[src/rtl/whs_pkg.sv]
// ============================================================================
// Waypoint heading steer package
// Types, widths, register indexes, reset values and the CORDIC angle table
// shared by the steering controller and its iterative CORDIC unit.
// ============================================================================
package whs_pkg;

   localparam int CORDIC_STEPS_DEF = 16;
   localparam int DEADBAND_DEF     = 182;
   localparam int CORDIC_STEPS_MAX = 24;

   localparam int COORD_W     = 16;
   localparam int DIFF_W      = 17;
   localparam int DIST_W      = 18;
   localparam int ANGLE_W     = 16;
   localparam int MAG_W       = 17;
   localparam int TIME_W      = 25;
   localparam int LIFE_W      = 24;
   localparam int ACC_W       = 32;
   localparam int CORDIC_FRAC = 8;
   localparam int CORDIC_W    = 28;
   localparam int ATAN_IDX_W  = 5;

   localparam int CSR_INDEX_W = 4;
   localparam int CSR_DATA_W  = 24;

   localparam logic [COORD_W-1:0] ARRIVE_RADIUS_RST  = 16'd16;
   localparam logic [LIFE_W-1:0]  LIFETIME_START_RST = 24'd65535;
   localparam logic [TIME_W-1:0]  TIME_LEFT_RST      = 25'd65535;

   localparam logic [ACC_W-1:0] ACC_HALF_TURN = 32'h8000_0000;
   localparam logic [ACC_W-1:0] ACC_ROUND     = 32'h0000_8000;

   localparam logic [ACC_W-1:0] ATAN_TURNS [CORDIC_STEPS_MAX] = '{
      32'd536870912, 32'd316933406, 32'd167458907, 32'd85004756,
      32'd42667331,  32'd21354465,  32'd10679838,  32'd5340245,
      32'd2670163,   32'd1335087,   32'd667544,    32'd333772,
      32'd166886,    32'd83443,     32'd41722,     32'd20861,
      32'd10430,     32'd5215,      32'd2608,      32'd1304,
      32'd652,       32'd326,       32'd163,       32'd81
   };

   typedef enum logic [CSR_INDEX_W-1:0] {
      CSR_WAYPOINT_X     = 4'd0,
      CSR_WAYPOINT_Y     = 4'd1,
      CSR_ARRIVE_RADIUS  = 4'd2,
      CSR_LIFETIME_START = 4'd3
   } whs_csr_type;

   typedef enum logic [2:0] {
      ST_IDLE  = 3'd0,
      ST_CHECK = 3'd1,
      ST_SPIN  = 3'd2,
      ST_EVAL  = 3'd3,
      ST_OUT   = 3'd4
   } whs_state_type;

   typedef struct packed {
      logic                       start_req;
      logic signed [COORD_W-1:0]  pos_x;
      logic signed [COORD_W-1:0]  pos_y;
      logic [ANGLE_W-1:0]         heading;
      logic [COORD_W-1:0]         elapsed;
   } whs_req_type;

   typedef struct packed {
      logic move_forward;
      logic turn_left;
      logic turn_right;
      logic done_res;
   } whs_rsp_type;

   typedef struct packed {
      logic              start;
      logic [DIFF_W-1:0] dx;
      logic [DIFF_W-1:0] dy;
   } whs_cordic_req_type;

   typedef struct packed {
      logic               done;
      logic [ANGLE_W-1:0] bearing;
   } whs_cordic_rsp_type;

endpackage

[src/rtl/waypoint_heading_steer.sv]
// ============================================================================
// Waypoint heading steer
// Bang-bang heading controller that steers toward a configured waypoint,
// with a lifetime budget and Manhattan-distance arrival check.
// ============================================================================
//
//   Channel   Direction  Handshake              Carries
//   req_      in         req_valid/req_ready    one tick item (whs_req_type)
//   rsp_      out        rsp_valid/rsp_ready    drive flags and done (whs_rsp_type)
//   csr_      in         csr_valid/csr_ready    register index and write data
//
// A tick that runs the bearing passes CHECK, SPIN, EVAL and OUT, and waits in SPIN
// for the CORDIC unit, which resolves one angle step per cycle. A tick that is
// already done or times out goes from CHECK straight to OUT. Reset is synchronous
// and returns the state, settings and status registers to their documented values.
// A result waits in the output register; a new item can be taken meanwhile,
// and the sequencer holds its next result until that register is free.
//
module waypoint_heading_steer #(
   parameter int CordicSteps = whs_pkg::CORDIC_STEPS_DEF,
   parameter int Deadband    = whs_pkg::DEADBAND_DEF
) (
   input  logic                               clock,
   input  logic                               reset,
   input  logic                               req_valid,
   output logic                               req_ready,
   input  whs_pkg::whs_req_type               req_data,
   output logic                               rsp_valid,
   input  logic                               rsp_ready,
   output whs_pkg::whs_rsp_type               rsp_data,
   input  logic                               csr_valid,
   output logic                               csr_ready,
   input  logic [whs_pkg::CSR_INDEX_W-1:0]    csr_index,
   input  logic [whs_pkg::CSR_DATA_W-1:0]     csr_data
);
   import whs_pkg::*;

   whs_state_type state_ff, state_in;

   logic [COORD_W-1:0] waypoint_x_ff, waypoint_x_in;
   logic [COORD_W-1:0] waypoint_y_ff, waypoint_y_in;
   logic [COORD_W-1:0] arrive_radius_ff, arrive_radius_in;
   logic [LIFE_W-1:0]  lifetime_start_ff, lifetime_start_in;

   logic [TIME_W-1:0]  time_left_ff, time_left_in;
   logic               finished_ff, finished_in;
   logic               move_ff, move_in;
   logic               left_ff, left_in;
   logic               right_ff, right_in;

   logic               start_ff, start_in;
   logic               fin_work_ff, fin_work_in;
   logic [TIME_W-1:0]  tl_work_ff, tl_work_in;
   logic [DIFF_W-1:0]  dx_ff, dx_in;
   logic [DIFF_W-1:0]  dy_ff, dy_in;
   logic [ANGLE_W-1:0] heading_ff, heading_in;
   logic               arrive_ff, arrive_in;
   logic [ANGLE_W-1:0] err_ff, err_in;

   logic               rsp_valid_ff, rsp_valid_in;
   whs_rsp_type        rsp_data_ff, rsp_data_in;

   logic               accept_c, commit_c, spin_go_c, err_load_c, eval_c, rsp_load_c;
   logic [TIME_W-1:0]  tl_base_c;
   logic [DIFF_W-1:0]  dx_abs_c, dy_abs_c;
   logic [DIST_W-1:0]  dist_c;
   logic [MAG_W-1:0]   mag_c;
   logic               outside_c;

   whs_cordic_req_type cordic_req;
   whs_cordic_rsp_type cordic_rsp;

   // Sequencer: next state.
   always_comb begin
      state_in = state_ff;
      unique case (state_ff)
         ST_IDLE: begin
            if (req_valid) begin
               state_in = ST_CHECK;
            end
         end
         ST_CHECK: begin
            if (fin_work_ff || tl_work_ff[TIME_W-1]) begin
               state_in = ST_OUT;
            end else begin
               state_in = ST_SPIN;
            end
         end
         ST_SPIN: begin
            if (cordic_rsp.done) begin
               state_in = ST_EVAL;
            end
         end
         ST_EVAL: begin
            state_in = ST_OUT;
         end
         ST_OUT: begin
            if (!rsp_valid_ff || rsp_ready) begin
               state_in = ST_IDLE;
            end
         end
         default: begin
            state_in = ST_IDLE;
         end
      endcase
   end

   // Sequencer: strobes.
   always_comb begin
      req_ready  = (state_ff == ST_IDLE);
      accept_c   = req_valid && (state_ff == ST_IDLE);
      commit_c   = (state_ff == ST_CHECK) && !fin_work_ff;
      spin_go_c  = commit_c && !tl_work_ff[TIME_W-1];
      err_load_c = (state_ff == ST_SPIN) && cordic_rsp.done;
      eval_c     = (state_ff == ST_EVAL);
      rsp_load_c = (state_ff == ST_OUT) && (!rsp_valid_ff || rsp_ready);
   end

   // Configuration registers.
   assign csr_ready = 1'b1;

   always_comb begin
      waypoint_x_in     = waypoint_x_ff;
      waypoint_y_in     = waypoint_y_ff;
      arrive_radius_in  = arrive_radius_ff;
      lifetime_start_in = lifetime_start_ff;
      if (csr_valid) begin
         unique case (whs_csr_type'(csr_index))
            CSR_WAYPOINT_X:     waypoint_x_in     = csr_data[COORD_W-1:0];
            CSR_WAYPOINT_Y:     waypoint_y_in     = csr_data[COORD_W-1:0];
            CSR_ARRIVE_RADIUS:  arrive_radius_in  = csr_data[COORD_W-1:0];
            CSR_LIFETIME_START: lifetime_start_in = csr_data[LIFE_W-1:0];
            default: begin
               waypoint_x_in = waypoint_x_ff;
            end
         endcase
      end
   end

   // Datapath.
   always_comb begin
      tl_base_c = req_data.start_req ? {1'b0, lifetime_start_ff} : time_left_ff;
      dx_abs_c  = dx_ff[DIFF_W-1] ? (DIFF_W'(0) - dx_ff) : dx_ff;
      dy_abs_c  = dy_ff[DIFF_W-1] ? (DIFF_W'(0) - dy_ff) : dy_ff;
      dist_c    = DIST_W'(dx_abs_c) + DIST_W'(dy_abs_c);
      mag_c     = err_ff[ANGLE_W-1] ? (MAG_W'(0) - {1'b1, err_ff}) : {1'b0, err_ff};
      outside_c = (mag_c > MAG_W'(Deadband));

      start_in    = start_ff;
      fin_work_in = fin_work_ff;
      tl_work_in  = tl_work_ff;
      dx_in       = dx_ff;
      dy_in       = dy_ff;
      heading_in  = heading_ff;
      arrive_in   = arrive_ff;
      err_in      = err_ff;

      time_left_in = time_left_ff;
      finished_in  = finished_ff;
      move_in      = move_ff;
      left_in      = left_ff;
      right_in     = right_ff;

      rsp_valid_in = rsp_valid_ff;
      rsp_data_in  = rsp_data_ff;

      if (accept_c) begin
         start_in    = req_data.start_req;
         fin_work_in = req_data.start_req ? 1'b0 : finished_ff;
         tl_work_in  = tl_base_c - TIME_W'(req_data.elapsed);
         dx_in       = {waypoint_x_ff[COORD_W-1], waypoint_x_ff}
                       - {req_data.pos_x[COORD_W-1], req_data.pos_x};
         dy_in       = {waypoint_y_ff[COORD_W-1], waypoint_y_ff}
                       - {req_data.pos_y[COORD_W-1], req_data.pos_y};
         heading_in  = req_data.heading;
      end

      if (commit_c) begin
         time_left_in = tl_work_ff;
         finished_in  = tl_work_ff[TIME_W-1];
         arrive_in    = (dist_c < DIST_W'(arrive_radius_ff));
      end

      if (err_load_c) begin
         err_in = cordic_rsp.bearing - heading_ff;
      end

      if (eval_c) begin
         move_in  = !arrive_ff;
         left_in  = outside_c && err_ff[ANGLE_W-1];
         right_in = outside_c && !err_ff[ANGLE_W-1];
         if (arrive_ff) begin
            finished_in = 1'b1;
         end
      end

      if (rsp_ready) begin
         rsp_valid_in = 1'b0;
      end
      if (rsp_load_c) begin
         rsp_valid_in             = 1'b1;
         rsp_data_in.move_forward = move_ff;
         rsp_data_in.turn_left    = left_ff;
         rsp_data_in.turn_right   = right_ff;
         rsp_data_in.done_res     = finished_ff;
      end
   end

   always_ff @(posedge clock) begin
      if (reset) begin
         state_ff          <= ST_IDLE;
         waypoint_x_ff     <= '0;
         waypoint_y_ff     <= '0;
         arrive_radius_ff  <= ARRIVE_RADIUS_RST;
         lifetime_start_ff <= LIFETIME_START_RST;
         time_left_ff      <= TIME_LEFT_RST;
         finished_ff       <= 1'b0;
         move_ff           <= 1'b0;
         left_ff           <= 1'b0;
         right_ff          <= 1'b0;
         rsp_valid_ff      <= 1'b0;
      end else begin
         state_ff          <= state_in;
         waypoint_x_ff     <= waypoint_x_in;
         waypoint_y_ff     <= waypoint_y_in;
         arrive_radius_ff  <= arrive_radius_in;
         lifetime_start_ff <= lifetime_start_in;
         time_left_ff      <= time_left_in;
         finished_ff       <= finished_in;
         move_ff           <= move_in;
         left_ff           <= left_in;
         right_ff          <= right_in;
         rsp_valid_ff      <= rsp_valid_in;
      end
   end

   always_ff @(posedge clock) begin
      start_ff    <= start_in;
      fin_work_ff <= fin_work_in;
      tl_work_ff  <= tl_work_in;
      dx_ff       <= dx_in;
      dy_ff       <= dy_in;
      heading_ff  <= heading_in;
      arrive_ff   <= arrive_in;
      err_ff      <= err_in;
      rsp_data_ff <= rsp_data_in;
   end

   assign cordic_req.start = spin_go_c;
   assign cordic_req.dx    = dx_ff;
   assign cordic_req.dy    = dy_ff;

   whs_cordic #(
      .CordicSteps (CordicSteps)
   ) u_cordic (
      .clock      (clock),
      .reset      (reset),
      .cordic_req (cordic_req),
      .cordic_rsp (cordic_rsp)
   );

   assign rsp_valid = rsp_valid_ff;
   assign rsp_data  = rsp_data_ff;

   // The turn commands are never given together.
   a_turn_exclusive: assert property (@(posedge clock) disable iff (reset)
      rsp_valid_ff |-> !(rsp_data_ff.turn_left && rsp_data_ff.turn_right))
      else $error("both turn flags set in a result");

   // The CORDIC reports only while the sequencer waits for it.
   a_cordic_done_in_spin: assert property (@(posedge clock) disable iff (reset)
      cordic_rsp.done |-> (state_ff == ST_SPIN))
      else $error("CORDIC done outside the wait state");

   // A result is loaded only from the output state.
   a_rsp_from_out: assert property (@(posedge clock) disable iff (reset)
      $rose(rsp_valid_ff) |-> $past(state_ff == ST_OUT))
      else $error("result raised outside the output state");

   // Done is cleared only by an item that restarts the action.
   a_done_cleared_by_start: assert property (@(posedge clock) disable iff (reset)
      ($fell(finished_ff) && !$past(reset)) |-> $past(start_ff))
      else $error("done cleared without a start request");

endmodule

[src/rtl/whs_cordic.sv]
// ============================================================================
// Waypoint heading steer iterative CORDIC
// Vectoring CORDIC atan2 that resolves one angle step per cycle with a single
// shift-and-add unit, and returns the bearing rounded to a 16-bit angle.
// ============================================================================
module whs_cordic #(
   parameter int CordicSteps = whs_pkg::CORDIC_STEPS_DEF
) (
   input  logic                        clock,
   input  logic                        reset,
   input  whs_pkg::whs_cordic_req_type cordic_req,
   output whs_pkg::whs_cordic_rsp_type cordic_rsp
);
   import whs_pkg::*;

   localparam int IterW = $clog2(CordicSteps);
   localparam logic [IterW-1:0] LastIter = IterW'(CordicSteps - 1);

   logic                       busy_ff, busy_in;
   logic                       done_ff, done_in;
   logic [IterW-1:0]           cnt_ff, cnt_in;
   logic                       zero_ff, zero_in;
   logic signed [CORDIC_W-1:0] x_ff, x_in;
   logic signed [CORDIC_W-1:0] y_ff, y_in;
   logic [ACC_W-1:0]           z_ff, z_in;

   logic signed [CORDIC_W-1:0] x_init, y_init, xs, ys;
   logic [ACC_W-1:0]           atan_c, z_round;
   logic                       last_c;

   always_comb begin
      x_init = {{(CORDIC_W-DIFF_W-CORDIC_FRAC){cordic_req.dx[DIFF_W-1]}},
                cordic_req.dx, {CORDIC_FRAC{1'b0}}};
      y_init = {{(CORDIC_W-DIFF_W-CORDIC_FRAC){cordic_req.dy[DIFF_W-1]}},
                cordic_req.dy, {CORDIC_FRAC{1'b0}}};
      xs     = x_ff >>> cnt_ff;
      ys     = y_ff >>> cnt_ff;
      atan_c = ATAN_TURNS[ATAN_IDX_W'(cnt_ff)];
      last_c = (cnt_ff == LastIter);

      busy_in = busy_ff;
      done_in = 1'b0;
      cnt_in  = cnt_ff;
      zero_in = zero_ff;
      x_in    = x_ff;
      y_in    = y_ff;
      z_in    = z_ff;

      if (cordic_req.start) begin
         busy_in = 1'b1;
         cnt_in  = '0;
         zero_in = (cordic_req.dx == '0) && (cordic_req.dy == '0);
         if (cordic_req.dx[DIFF_W-1]) begin
            x_in = -x_init;
            y_in = -y_init;
            z_in = ACC_HALF_TURN;
         end else begin
            x_in = x_init;
            y_in = y_init;
            z_in = '0;
         end
      end else if (busy_ff) begin
         if (!y_ff[CORDIC_W-1]) begin
            x_in = x_ff + ys;
            y_in = y_ff - xs;
            z_in = z_ff + atan_c;
         end else begin
            x_in = x_ff - ys;
            y_in = y_ff + xs;
            z_in = z_ff - atan_c;
         end
         cnt_in = cnt_ff + 1'b1;
         if (last_c) begin
            busy_in = 1'b0;
            done_in = 1'b1;
         end
      end
   end

   always_ff @(posedge clock) begin
      if (reset) begin
         busy_ff <= 1'b0;
         done_ff <= 1'b0;
         cnt_ff  <= '0;
      end else begin
         busy_ff <= busy_in;
         done_ff <= done_in;
         cnt_ff  <= cnt_in;
      end
   end

   always_ff @(posedge clock) begin
      zero_ff <= zero_in;
      x_ff    <= x_in;
      y_ff    <= y_in;
      z_ff    <= z_in;
   end

   assign z_round            = z_ff + ACC_ROUND;
   assign cordic_rsp.done    = done_ff;
   assign cordic_rsp.bearing = zero_ff ? '0 : z_round[ACC_W-1:ACC_W-ANGLE_W];

endmodule

[config.mk]
export PLATFORM = sky130hd
export DESIGN_NAME = waypoint_heading_steer
export DESIGN_NICKNAME = d
export VERILOG_FILES = /design/src/rtl/whs_pkg.sv /design/src/rtl/waypoint_heading_steer.sv /design/src/rtl/whs_cordic.sv
export SDC_FILE = /design/constraint.sdc
export NUM_CORES = 1
export LEC_CHECK = 0
export CORE_MARGIN = 1
export CORE_UTILIZATION = 45
export CTS_CLUSTER_SIZE = 24
export DETAILED_ROUTE_END_ITERATION = 6
export DONT_BUFFER_PORTS = 1
export GPL_TIMING_DRIVEN = 0
export MAX_ROUTING_LAYER = met4
export PLACE_DENSITY_LB_ADDON = 0.08
export SLEW_MARGIN = 20
export SYNTH_ARGS = -nofsm -noshare
export SYNTH_HDL_FRONTEND = slang
export SYNTH_SLANG_ARGS = --single-unit
export TNS_END_PERCENT = 20
[constraint.sdc]
create_clock -name clock -period 11.4 [get_ports clock]
set_input_delay 1.71 -clock clock [delete_from_list [all_inputs] [get_ports clock]]
set_output_delay 1.71 -clock clock [all_outputs]
set_load 0.02 [all_outputs]
# Word-level counts from Yosys, hierarchy flattened
# Memory sizes are Yosys's and may differ from the RTL's.
# Index checks and enable logic that the tools add are counted.
[classes]
bitwise_logic = 2
add_sub_neg = 18
reduce_logical = 28
order_cmp = 3
muxes = 33
n_shift = 2
multipliers = 0
div_mod_pow = 0
eq_ne = 11
[op_table]
columns = ["cell", "count"]
rows = [
  ["28-bit two-way mux", 8],
  ["32-bit two-way mux", 6],
  ["28-bit adder", 2],
  ["25-bit negation with 28-bit output", 2],
  ["28-bit by 4-bit >>> shifter with 28-bit output", 2],
  ["28-bit subtractor", 2],
  ["17-bit two-way mux", 3],
  ["1-bit by 17-bit subtractor with 17-bit output, first input constant", 3],
  ["17-bit logical NOT", 2],
  ["16-bit by 16-bit subtractor with 17-bit output", 2],
  ["32-bit by 16-bit adder with 32-bit output, second input constant", 1],
  ["32-bit adder", 1],
  ["32-bit subtractor", 1],
  ["25-bit two-way mux", 1],
  ["25-bit by 16-bit subtractor with 25-bit output", 1],
  ["17-bit by 17-bit adder with 18-bit output", 1],
  ["18-bit by 16-bit < comparator with 1-bit output", 1],
  ["17-bit by 8-bit > comparator with 1-bit output, second input constant", 1],
  ["16-bit two-way mux", 1],
  ["16-bit subtractor", 1],
  ["3-bit case mux with 5 select lines", 1],
  ["3-bit two-way mux", 4],
  ["1-bit two-way mux", 9],
  ["4-bit by 2-bit == test with 1-bit output, second input constant", 2],
  ["other kinds (21)", 39],
]
[totals]
memories = 1
register_bits = 297
mem_bits_rw = 0
latch_bits = 0
rom_bits = 1024
in_bits = 98
word_cells = 127
output_inout_bits = 7
[mem_list]
columns = ["memory", "words", "width", "read_ports", "rd_ports_with_merged_regs", "wr", "line", "source"]
rows = [
  ["(name not given)", 32, 32, 1, 0, 0, "whs_cordic.sv:38", "atan_c = ATAN_TURNS[ATAN_IDX_W'(cnt_ff)];"],
]

# Logic depth before layout (Yosys ltp)
# Gate-level depths: netlist of run 1.
[logic_depth]
depth_word = 8
depth_mapped = 28
depth_no_buf = 23

# By module
# Synthesis of run 1 repeated with hierarchy kept, for this count alone.
[unflattened]
hier_cells = 3055
area_unflattened_um2 = 26860.8
[by_module_without_submodules]
columns = ["module", "instances", "seq_area_each_um2", "cells_per_inst", "area_per_inst_um2"]
rows = [
  ["whs_cordic", 1, 2792.7, 1726, 14486.4],
  ["waypoint_heading_steer", 1, 5014.8, 1329, 12374.4],
]

# Least setup slack after synthesis of run 1
# OpenSTA, ideal clock, no wires.
[synth_timing]
path_type = "register to register"
from = "reg u_cordic.cnt_ff[0]"
to = "reg u_cordic.z_ff[31] (data pin)"
period_less_slack_ps = 6130
arrival_time_ps = 5861
required_time_ps = 11131
setup_ps = 269
n_path_buf = 6
stages_incl_launch_ff = 28
setup_slack_ps = 5270
path_cell_list = "dfxtp_1 buf_4 clkinv_1 clkbuf_1 buf_2 buf_1 ha_1 clkbuf_1 nor2_1 a211oi_1 a21o_1 nor2_1 nand2_1 or2_2 nor3_1 nor2_1 xnor2_1 ha_1 clkbuf_1 and3_1 and3_1 and4_1 a211o_1 a21oi_1 o311ai_0 o31ai_1 xnor2_1 a21oi_1"
[synth_between]
elab_chain_len = 8
word_cells_on_any_way = 9
cone_classes = "add/sub: 2; mux: 5; bitwise: 1; memory: 1"
[synth_lines]
columns = ["element", "line", "source"]
rows = [
  ["start, declared", "whs_cordic.sv:21", "logic [IterW-1:0] cnt_ff, cnt_in;"],
  ["start signal, assigned", "whs_cordic.sv:88", "cnt_ff <= cnt_in;"],
  ["4-bit inverter with 6-bit output (not written as such) *", "whs_cordic.sv:38", ""],
  ["memory read 32 x 32 bit *", "-", ""],
  ["32-bit two-way mux (not written as such) * (2 in series)", "whs_cordic.sv:38", ""],
  ["32-bit adder or 32-bit subtractor (tied branches)", "whs_cordic.sv:66, whs_cordic.sv:70", ""],
  ["32-bit two-way mux *", "whs_cordic.sv:63", "if (!y_ff[CORDIC_W-1]) begin"],
  ["32-bit two-way mux *", "whs_cordic.sv:62", "end else if (busy_ff) begin"],
  ["32-bit two-way mux *", "whs_cordic.sv:49", "if (cordic_req.start) begin"],
  ["via u_cordic.z_in[31]", "whs_cordic.sv:25", "logic [ACC_W-1:0] z_ff, z_in;"],
  ["end signal, assigned", "whs_cordic.sv:96", "z_ff <= z_in;"],
  ["end, declared", "whs_cordic.sv:25", ""],
]
# Mark *: on every way through the listed nets, which the timed path passes. The rest lies on a longest branch. The select of a mux whose other input is x is not followed.
# A chain may end at the register's enable or synchronous reset.

# Final worst setup path of run 1
[layout_timing]
from = "reg u_cordic.cnt_ff[3]"
to = "reg u_cordic.x_ff[25] (data pin)"
[layout_between]
elab_chain_len = 5
word_cells_on_any_way = 6
cone_classes = "add/sub: 2; shift: 1; mux: 3"
[layout_lines]
columns = ["element", "line", "source"]
rows = [
  ["28-bit by 4-bit >>> shifter with 28-bit output *", "whs_cordic.sv:37", "ys = y_ff >>> cnt_ff;"],
  ["28-bit adder or 28-bit subtractor (tied branches)", "whs_cordic.sv:64, whs_cordic.sv:68", ""],
  ["28-bit two-way mux *", "whs_cordic.sv:63", ""],
  ["28-bit two-way mux *", "whs_cordic.sv:62", ""],
  ["28-bit two-way mux *", "whs_cordic.sv:49", ""],
  ["via u_cordic.x_in[25]", "whs_cordic.sv:23", "logic signed [CORDIC_W-1:0] x_ff, x_in;"],
  ["end signal, assigned", "whs_cordic.sv:94", "x_ff <= x_in;"],
  ["end, declared", "whs_cordic.sv:23", ""],
]
# Marks and branches as above.

==> impl_summary.md, run 1 <==
Status
The run finished with clean final reports.

Clock tree
The master cell of the clock root buffer is sky130_fd_sc_hd__clkbuf_16. In this run the deepest clock path goes through 3 buffers. The number of buffers created by CTS is 38. The clock latency at the later pin of the worst-skew pair is 570 ps. The H-tree generated during clock tree synthesis spans 2 levels.

The post-CTS resize count is 0. TritonCTS built the clock tree. In this run, post-CTS hold repair placed 0 buffers.

The post-CTS setup buffer count is 0. Clock-pin slew was measured on the worst setup and hold paths at 60 ps. CTS saw 297 sinks.

Floorplan
The die extent in x is 239 um. The row count is 86. The die is 239 um tall.

The floorplan step defined a die boundary enclosing 57300 sq um. For this configuration, the core starts out at a cell density of 45.7%. 105 I/O pins were placed. The total core area is 55400 sq um.

Timing
The final critical delay including setup and external delays is 8720 ps. The transition time at the pin with the least slew margin is 1180 ps. The aggregate negative setup slack is 0 ps.

The final setup violation count is 0. The maximum clock frequency is 115 MHz. Hold is met by 447 ps. Setup repair after global routing left no endpoint under its margin.

Setup slack closes at 2680 ps. After layout, the worst path uses 76.5% of the clock period. The worst max-slew margin expressed relative to the limit is 21.2%.

On the final layout, the worst clock skew is 29.4 ps. The count of endpoints failing hold in the final timing report is 0. The count of pins over their slew limit is 0.

Yosys
By count the netlist is led by sky130_fd_sc_hd__nor2_1, sky130_fd_sc_hd__nand2_1, sky130_fd_sc_hd__a21oi_1. The post-synthesis instance total is 2876. During synthesis, Yosys emitted a total of 0 warnings. The count of flip-flops with a built-in enable after synthesis is 186.

The fraction of synthesized cell area taken by the top area cell type is 22.0%. The synthesized design contains 297 register bits. The netlist uses 100 different library cells. The synthesized netlist occupies a cell area of 25300 sq um. The most instantiated library cell after synthesis is sky130_fd_sc_hd__nor2_1.

The sequential cell area fraction in the yosys report is 30.8%. In the synthesized netlist the dominant register cell turns out to be sky130_fd_sc_hd__edfxtp_1. Yosys attributes the largest share of cell area to sky130_fd_sc_hd__edfxtp_1, sky130_fd_sc_hd__ha_1, sky130_fd_sc_hd__dfxtp_1.

Of all flip-flops after synthesis, the portion carrying an async set or reset was 0%. The average size of a mapped cell is 8.81 sq um. The dominant cell type by area after synthesis is sky130_fd_sc_hd__edfxtp_1.

When the netlist entered floorplanning its net count stood at 3184.

Critical path
The worst-case reg-to-reg path depth is 24. The critical path is of the flip-flop to flip-flop type. The required time of the critical path is 11660 ps. The family with the most delay on the worst path is buffers and inverters. For the worst setup path, the data arrival time is 8990 ps. The largest fanout on the critical path is 10. In this run the number of cells on the critical path is 24. Among the stages of the critical path, the cell type that occurs most often is sky130_fd_sc_hd__clkbuf_1.

The critical path goes through clkbuf_1 > clkbuf_1 > clkbuf_1 > clkbuf_1 > clkbuf_1 > clkbuf_1 > nor2_1 > a21oi_1 > o21a_1 > ha_1 > and4_1 > a21oi_1 > xor2_1 > ha_1 > a21oi_1 > o21ai_0 > nor3_1 > a31oi_1 > a211oi_1 > nor2_1 > o41a_1 > a31oi_1 > xor2_1 > nor2_1. The type of element launching the critical path is a flip-flop. The number of buffer and inverter instances along the worst setup path is 6.

The slowest stage of the critical path is the sky130_fd_sc_hd__clkbuf_1 cell. The sort of element at the end of the critical path is a flip-flop. The peak per-stage delay on the critical path is 700 ps.

Cells and area
The final antenna diode count is 0. For this run, the share of the core covered by cells in the final layout is 49.8%. With fillers left out, the area of the finished cells amounts to 27600 sq um. The filler cell count in the final layout is 5251. The fraction of final layout cells sized beyond drive strength 1 is 6.55%. From synthesis to final layout, the design area changed by 8.82%. The layout net count is 3226. Leaving out filler cells and counting taps, the final layout contains 3694.

Power and ir drop
The sequential cell fraction of total power is 29.2%. Total power for the finished layout comes to 5.06 mW. The maximum vdd ir drop is 0.126 mV. The net switching power is 1.98 mW. In this run, the combinational gates consume 46.9% of the power. The leakage power is 11.0 nW. The power per cell area is 183 nW/um^2. The switching portion of total power is 39.2%.

The clock network fraction of design power is 23.9%. The internal power summed over all cells is 3.07 mW.

GRT
Across every metal layer, demand over resource in global routing totals 29.6%. The initial antenna violation count was 2. Global routing finished with a remaining overflow of 0. The first global-routing pass estimated 125 mm of wire. Entering global routing, the biggest net connects 53 pins.

The via count of the first global-routing pass is 21411.

Place
Summing all placed instances gives a cell area of 26300 sq um. The number of placed cells counting well taps is 3626. The detailed-placement wirelength estimate is 64.8 mm. The global placement routability congestion is 0.957. The post-placement setup slack is 3020 ps. The count of buffers added on input and output ports is 0.

Worst hold path
The worst hold-check path type is flip-flop to flip-flop. The number of cells traversed by the worst hold path is 0.

Detailed routing
The average detailed-routed wire length per instance is 22.5 um. The residual DRC count is 0. The first detailed-routing pass took 5 iterations. Across all layers, the routed design uses 21642 vias. The total routed wirelength is 83.0 mm. The count of nets left with antenna violations once routing finished came out at 0.

The number of violations reported at the end of detailed-routing iteration 0 is 1461. Using the TritonRoute via totals, the vias-per-cell ratio works out to 5.86.

Job
The number of maximum-capacitance violations is 0.
==> worst paths after layout <==
path                                                 startpoint                          end  slack [ps]
worst max register to register  u_cordic.cnt_ff[3]$_SDFFE_PP0P_  u_cordic.x_ff[25]$_DFFE_PP_        2680
worst min register to register            right_ff$_SDFFE_PP0N_        rsp_data[1]$_DFFE_PP_         450
worst min-delay path                      right_ff$_SDFFE_PP0N_        rsp_data[1]$_DFFE_PP_         450
worst max-delay path            u_cordic.cnt_ff[3]$_SDFFE_PP0P_  u_cordic.x_ff[25]$_DFFE_PP_        2680
==> kinds of logic after synthesis <==
family / after synthesis / share of synthesized area (%)
simple gates: 955 / 17.8
compound gates: 671 / 16.6
flops: 297 / 30.8
buf+inv: 277 / 4.38
xor+xnor: 275 / 9.59
fa+ha+maj: 210 / 10.6
mux: 190 / 10.1
other cells: 1 / 0.0148
==> sequential cells by signal (all words and copies together) (netlist names), 17 cells and up <==
| signal | count |
|---|---|
| dy_ff | 17 |
| u_cordic.y_ff | 28 |
| u_cordic.z_ff | 32 |
| u_cordic.x_ff | 28 |
| lifetime_start_ff | 24 |
| time_left_ff | 25 |
| dx_ff | 17 |
| tl_work_ff | 25 |
==> layout make-up <==
cell class	count	area (sq um)	area share [%]
multi-input combinational	2302	16400	59.6
sequential	297	7810	28.3
clock buffer	52	1070	3.90
tap	748	936	3.39
inverter	157	589	2.14
buffer	120	520	1.89
clock inverter	16	154	0.558
timing repair buffer	2	55.1	0.200
==> cells in the final DEF, fill, tap and decap left out, drive strengths merged, types with 8 or more instances in the layout <==
cell type / netlist / layout
o31ai: 30 / 30
mux2: 39 / 39
or4: 8 / 8
o211ai: 10 / 10
o21a: 30 / 30
a31oi: 28 / 28
buf: 38 / 40
a21boi: 15 / 15
mux4: 46 / 46
nor2b: 32 / 32
clkinv: 2 / 14
nor4: 8 / 8
or3: 26 / 26
o21ai: 150 / 150
ha: 202 / 202
nand3: 53 / 53
fa: 8 / 8
o21bai: 14 / 14
and3: 26 / 26
nand4: 12 / 12
mux2i: 105 / 105
nand2: 296 / 296
nand2b: 38 / 38
nor3b: 8 / 8
nor3: 47 / 47
edfxtp: 186 / 186
xor2: 113 / 113
a21o: 52 / 52
nand3b: 38 / 38
nor2: 307 / 307
a211oi: 24 / 24
xnor2: 161 / 161
inv: 155 / 156
a21oi: 224 / 224
clkbuf: 82 / 134
dfxtp: 111 / 111
or2: 13 / 13
and2: 22 / 22
==> power groups by stage <==
stage	logic (mW)	clock network [mW]	registers, mW
2_1_floorplan	1.81	0	1.44
3_3_place_gp	2.28	0	1.50
3_5_place_dp	2.32	0	1.49
4_1_cts	2.34	1.24	1.47
5_1_grt	2.63	1.27	1.48
6_report	2.37	1.21	1.47
==> routing by layer <==
metal / track usage [%] / vias up / wire length, um
met3: 4.16 / 140 / 4330
met2: 49.4 / 642 / 39800
met1: 36.9 / 10418 / 36100
met5: - / - / 0
li1: - / 10442 / -
met4: 9.42 / 0 / 2690
==> worst register-to-register path, stage by stage (launching register included) <==
cell and delay, ps:
sky130_fd_sc_hd__dfxtp_1 450, sky130_fd_sc_hd__clkbuf_1 540, sky130_fd_sc_hd__clkbuf_1 700, sky130_fd_sc_hd__clkbuf_1 630, sky130_fd_sc_hd__clkbuf_1 690, sky130_fd_sc_hd__clkbuf_1 650
sky130_fd_sc_hd__clkbuf_1 650, sky130_fd_sc_hd__nor2_1 110, sky130_fd_sc_hd__a21oi_1 210, sky130_fd_sc_hd__o21a_1 170, sky130_fd_sc_hd__ha_1 200, sky130_fd_sc_hd__and4_1 270
sky130_fd_sc_hd__a21oi_1 100, sky130_fd_sc_hd__xor2_1 200, sky130_fd_sc_hd__ha_1 350, sky130_fd_sc_hd__a21oi_1 410, sky130_fd_sc_hd__o21ai_0 380, sky130_fd_sc_hd__nor3_1 240
sky130_fd_sc_hd__a31oi_1 290, sky130_fd_sc_hd__a211oi_1 300, sky130_fd_sc_hd__nor2_1 100, sky130_fd_sc_hd__o41a_1 380, sky130_fd_sc_hd__a31oi_1 220, sky130_fd_sc_hd__xor2_1 170
sky130_fd_sc_hd__nor2_1 50
Note: power is estimated with default switching activity, not from simulation.
==> run 2: changes to the inputs <==
Clock period 11.4 ns to 7.4 ns, I/O delays scaled along.
==> run 2 against run 1 <==
  * The run now ends with DRC left
  * Clock skew increased by 0.53 ps
  * Wire length decreased by 0.15%
  * Sequential power increased by 54%
  * Via count decreased by 0.24%
  * Flip-flop and latch count unchanged
  * Global-route usage about the same
  * Fmax increased by 25%
  * Sequential share of layout area about the same
  * Die area unchanged
  * Largest power group unchanged
==> impl_summary.md, run 2 (same netlist as run 1, synthesis figures left out) <==
Critical path
Along the worst path, the maximum fanout reaches 12. The launch point of the worst path is u_cordic.cnt_ff[1]$_SDFFE_PP0P_. The worst setup path endpoint is u_cordic.z_ff[31]$_DFFE_PP_. Among all stages on the critical path, the largest delay is contributed by sky130_fd_sc_hd__dfxtp_1. Measured in cells, the most critical reg-to-reg path has a length of 27. The critical path crosses 27 cells after its start point.

Among cell families on the critical path, the largest total delay comes from simple AND/OR/NAND/NOR gates. For the worst setup path, the data arrival time is 7210 ps. By startpoint and endpoint, the worst setup path is classified as flip-flop to flip-flop. The required time of the critical path is 7650 ps.

The type of element launching the critical path is a flip-flop. Counting both buffers and inverters, the worst setup path holds a total of 7. In this design, the stage delay of the slowest critical-path cell is 450 ps. The worst register-to-register path begins at u_cordic.cnt_ff[1]$_SDFFE_PP0P_.

STA classifies the critical path endpoint as a flip-flop. Among the stages of the critical path, the cell type that occurs most often is sky130_fd_sc_hd__nor2_1. The setup check on the worst reg-to-reg path leaves a slack of 440 ps. The end of the worst register-to-register path is u_cordic.z_ff[31]$_DFFE_PP_.

Cells and area
The repair_antennas step left the layout with diodes totalling 0. Counting the fill cells in the layout gives 5241. The register with the most flip-flops in the final layout is u_cordic.z_ff. The final core utilization is 49.8%. The most common library cell in the layout ignoring fill and taps is sky130_fd_sc_hd__nor2_1. In the final layout, the registers with the most flip-flops are u_cordic.z_ff: 32 flops, u_cordic.x_ff: 28 flops, u_cordic.y_ff: 28 flops. Leaving out fill and tap cells, the most frequent cells in the layout are sky130_fd_sc_hd__nor2_1, sky130_fd_sc_hd__nand2_1, sky130_fd_sc_hd__a21oi_1.

The layout net count is 3224. Relative to the synthesized area, the layout overhead comes to 9.01%. The post-route netlist has 7.03% of its cells at a drive strength greater than 1.

The register with the most flip-flops in the layout has 32 of them.

Floorplan
The floorplan has 86 rows. The total area inside the core boundary comes to 55400 sq um. For this configuration, the core starts out at a cell density of 45.7%. The height of the die is 239 um.

The area of the die is 57300 sq um. The die extent in x is 239 um. The boundary pin count is 105.

Place
The number of port buffers is 0. The detailed-placement wirelength estimate is 64.8 mm. The global placement routability congestion is 0.957.

Power and ir drop
For this design the total switching power over the nets is 3.05 mW. Internal power comes to 4.74 mW. The clock network fraction of design power is 23.9%. The maximum vdd ir drop is 0.193 mV.

The sequential cell fraction of total power is 29.1%. The leakage power is 11.1 nW. Power spread over the standard cell area amounts to 282 nW/um^2. Overall power consumption after layout is estimated at 7.80 mW. The switching portion of total power is 39.2%.

Combinational logic is responsible for 47.0% of the overall power.

Clock tree
After clock tree synthesis, the clock-pin slew on the worst setup and hold paths is 60 ps. The number of buffers created by CTS is 38. In this run the clock root is driven by a sky130_fd_sc_hd__clkbuf_16. Clock latency on the worst-skew pair, taken at its later pin, is 570 ps. The H-tree generated during clock tree synthesis spans 2 levels. TritonCTS built the clock tree. The clock net in this run drives a total of 297 sinks.

The deepest clock path buffer count is 3. The number of buffers added to fix hold violations after cts is 0. Once the clock tree was built, the setup fixing pass inserted 0 buffers.

Timing
The maximum clock frequency is 144 MHz. The post-route worst hold slack is 447 ps. The count of endpoints failing hold in the final timing report came to 0. The count of pins over their slew limit is 0. Counting I/O delays and the setup requirement, the final critical path takes 6960 ps.

At the pin with the least slew margin, the transition time is 1140 ps. The final setup violation count is 0. The worst-case clock skew is 29.9 ps. Setup repair after global routing left no endpoint under its margin. Adding up every negative setup slack in the final design gives 0 ps. Measured against its own limit, the worst slew margin works out to 24.1%.

The fraction of the cycle the final worst path needs is 94.1%.

Detailed routing
For this run, design rule violations remaining after detail routing come to 2. The detailed router finished its first iteration with 1472 violations. Using the TritonRoute via totals, the vias-per-cell ratio works out to 5.85.

The count of nets left with antenna violations once routing finished came out at 0. Wires add up to 82.9 mm. After detailed routing, the met2 layer carries 39.9 mm of wire. The detailed-routing wirelength on met1 is 36.0 mm.

Detailed routing inserted a total of 21589 vias. The pre-antenna-repair detailed-routing pass consisted of 7 iterations. The wire length on met3 is 4.24 mm. After detailed routing, the average wire length per cell comes to 22.4 um. The uppermost layer routed is met4.

GRT
The initial antenna violation count came to 2. The first-pass GRT wire length is 125 mm. In the global route stage, overall resource usage came out at 29.6%.

The pin count of the biggest net entering global routing is 53. For this run the aggregate overflow at the end of global routing stands at 0. The via count of the first global-routing pass is 21429.

Status
The flow ran to the end, but the final reports show violations. The final reports fail on DRC.

Job
The number of maximum-capacitance violations is 0.

Worst hold path
The worst hold-check path type is flip-flop to flip-flop.
## run 2: cell types whose count changed in the layout (fill, tap and decap cells not counted), moves of 2 or more
cell / before / now
sky130_fd_sc_hd__clkbuf_1: 90 / 82
sky130_fd_sc_hd__clkbuf_2: 0 / 4
sky130_fd_sc_hd__buf_2: 13 / 16
sky130_fd_sc_hd__buf_1: 17 / 15
## run 2: final cells by class
class	instances	area [sq um]	area share, %
Multi-Input combinational cell	2302	16500	59.6
Clock buffer	52	1070	3.89
Timing Repair Buffer	2	55.1	0.199
Sequential cell	297	7810	28.3
Buffer	118	526	1.90
Clock inverter	16	154	0.557
Inverter	157	592	2.14
Tap cell	748	936	3.39
## run 2: worst min path at each step
stage,startpoint,endpoint,slack [ps],cells after the start
3_3_place_gp,left_ff$_SDFFE_PP0N_,rsp_data[2]$_DFFE_PP_,430,0
4_1_cts,right_ff$_SDFFE_PP0N_,rsp_data[1]$_DFFE_PP_,450,0
6_report,right_ff$_SDFFE_PP0N_,rsp_data[1]$_DFFE_PP_,450,0
5_1_grt,right_ff$_SDFFE_PP0N_,rsp_data[1]$_DFFE_PP_,450,0
3_5_place_dp,right_ff$_SDFFE_PP0N_,rsp_data[1]$_DFFE_PP_,430,0
2_1_floorplan,move_ff$_SDFFE_PP0N_,rsp_data[3]$_DFFE_PP_,400,0
## run 2: routing by layer
metal | GRT usage (%) | vias to the layer above
li1 | - | 10437
met1 | 36.9 | 10409
met2 | 49.3 | 600
met3 | 4.08 | 143
met4 | 9.44 | 0
met5 | - | -
## run 2: metrics by stage
stage	area (sq um)	setup WS [ps]	std cells
floorplan	25300	1270	2876
global placement	26300	-1090	3624
detailed placement	26300	-977	3626
CTS	27600	100	3693
global route	27600	18.3	3692
finish	27600	440	3692
## run 2: power groups by stage
stage / Clock [mW] / Combinational, mW / Sequential (mW)
floorplan: 0 / 2.79 / 2.21
global placement: 0 / 3.51 / 2.31
detailed placement: 0 / 3.57 / 2.30
CTS: 1.91 / 3.61 / 2.27
global route: 1.96 / 4.07 / 2.28
finish: 1.86 / 3.66 / 2.27
## run 2: repair_timing
action                                  4_1_cts  5_1_grt
hold endpoints to repair                      0        0
resized for setup                            11       14
endpoints found under the setup margin       32       11
pin swaps                                     0        1
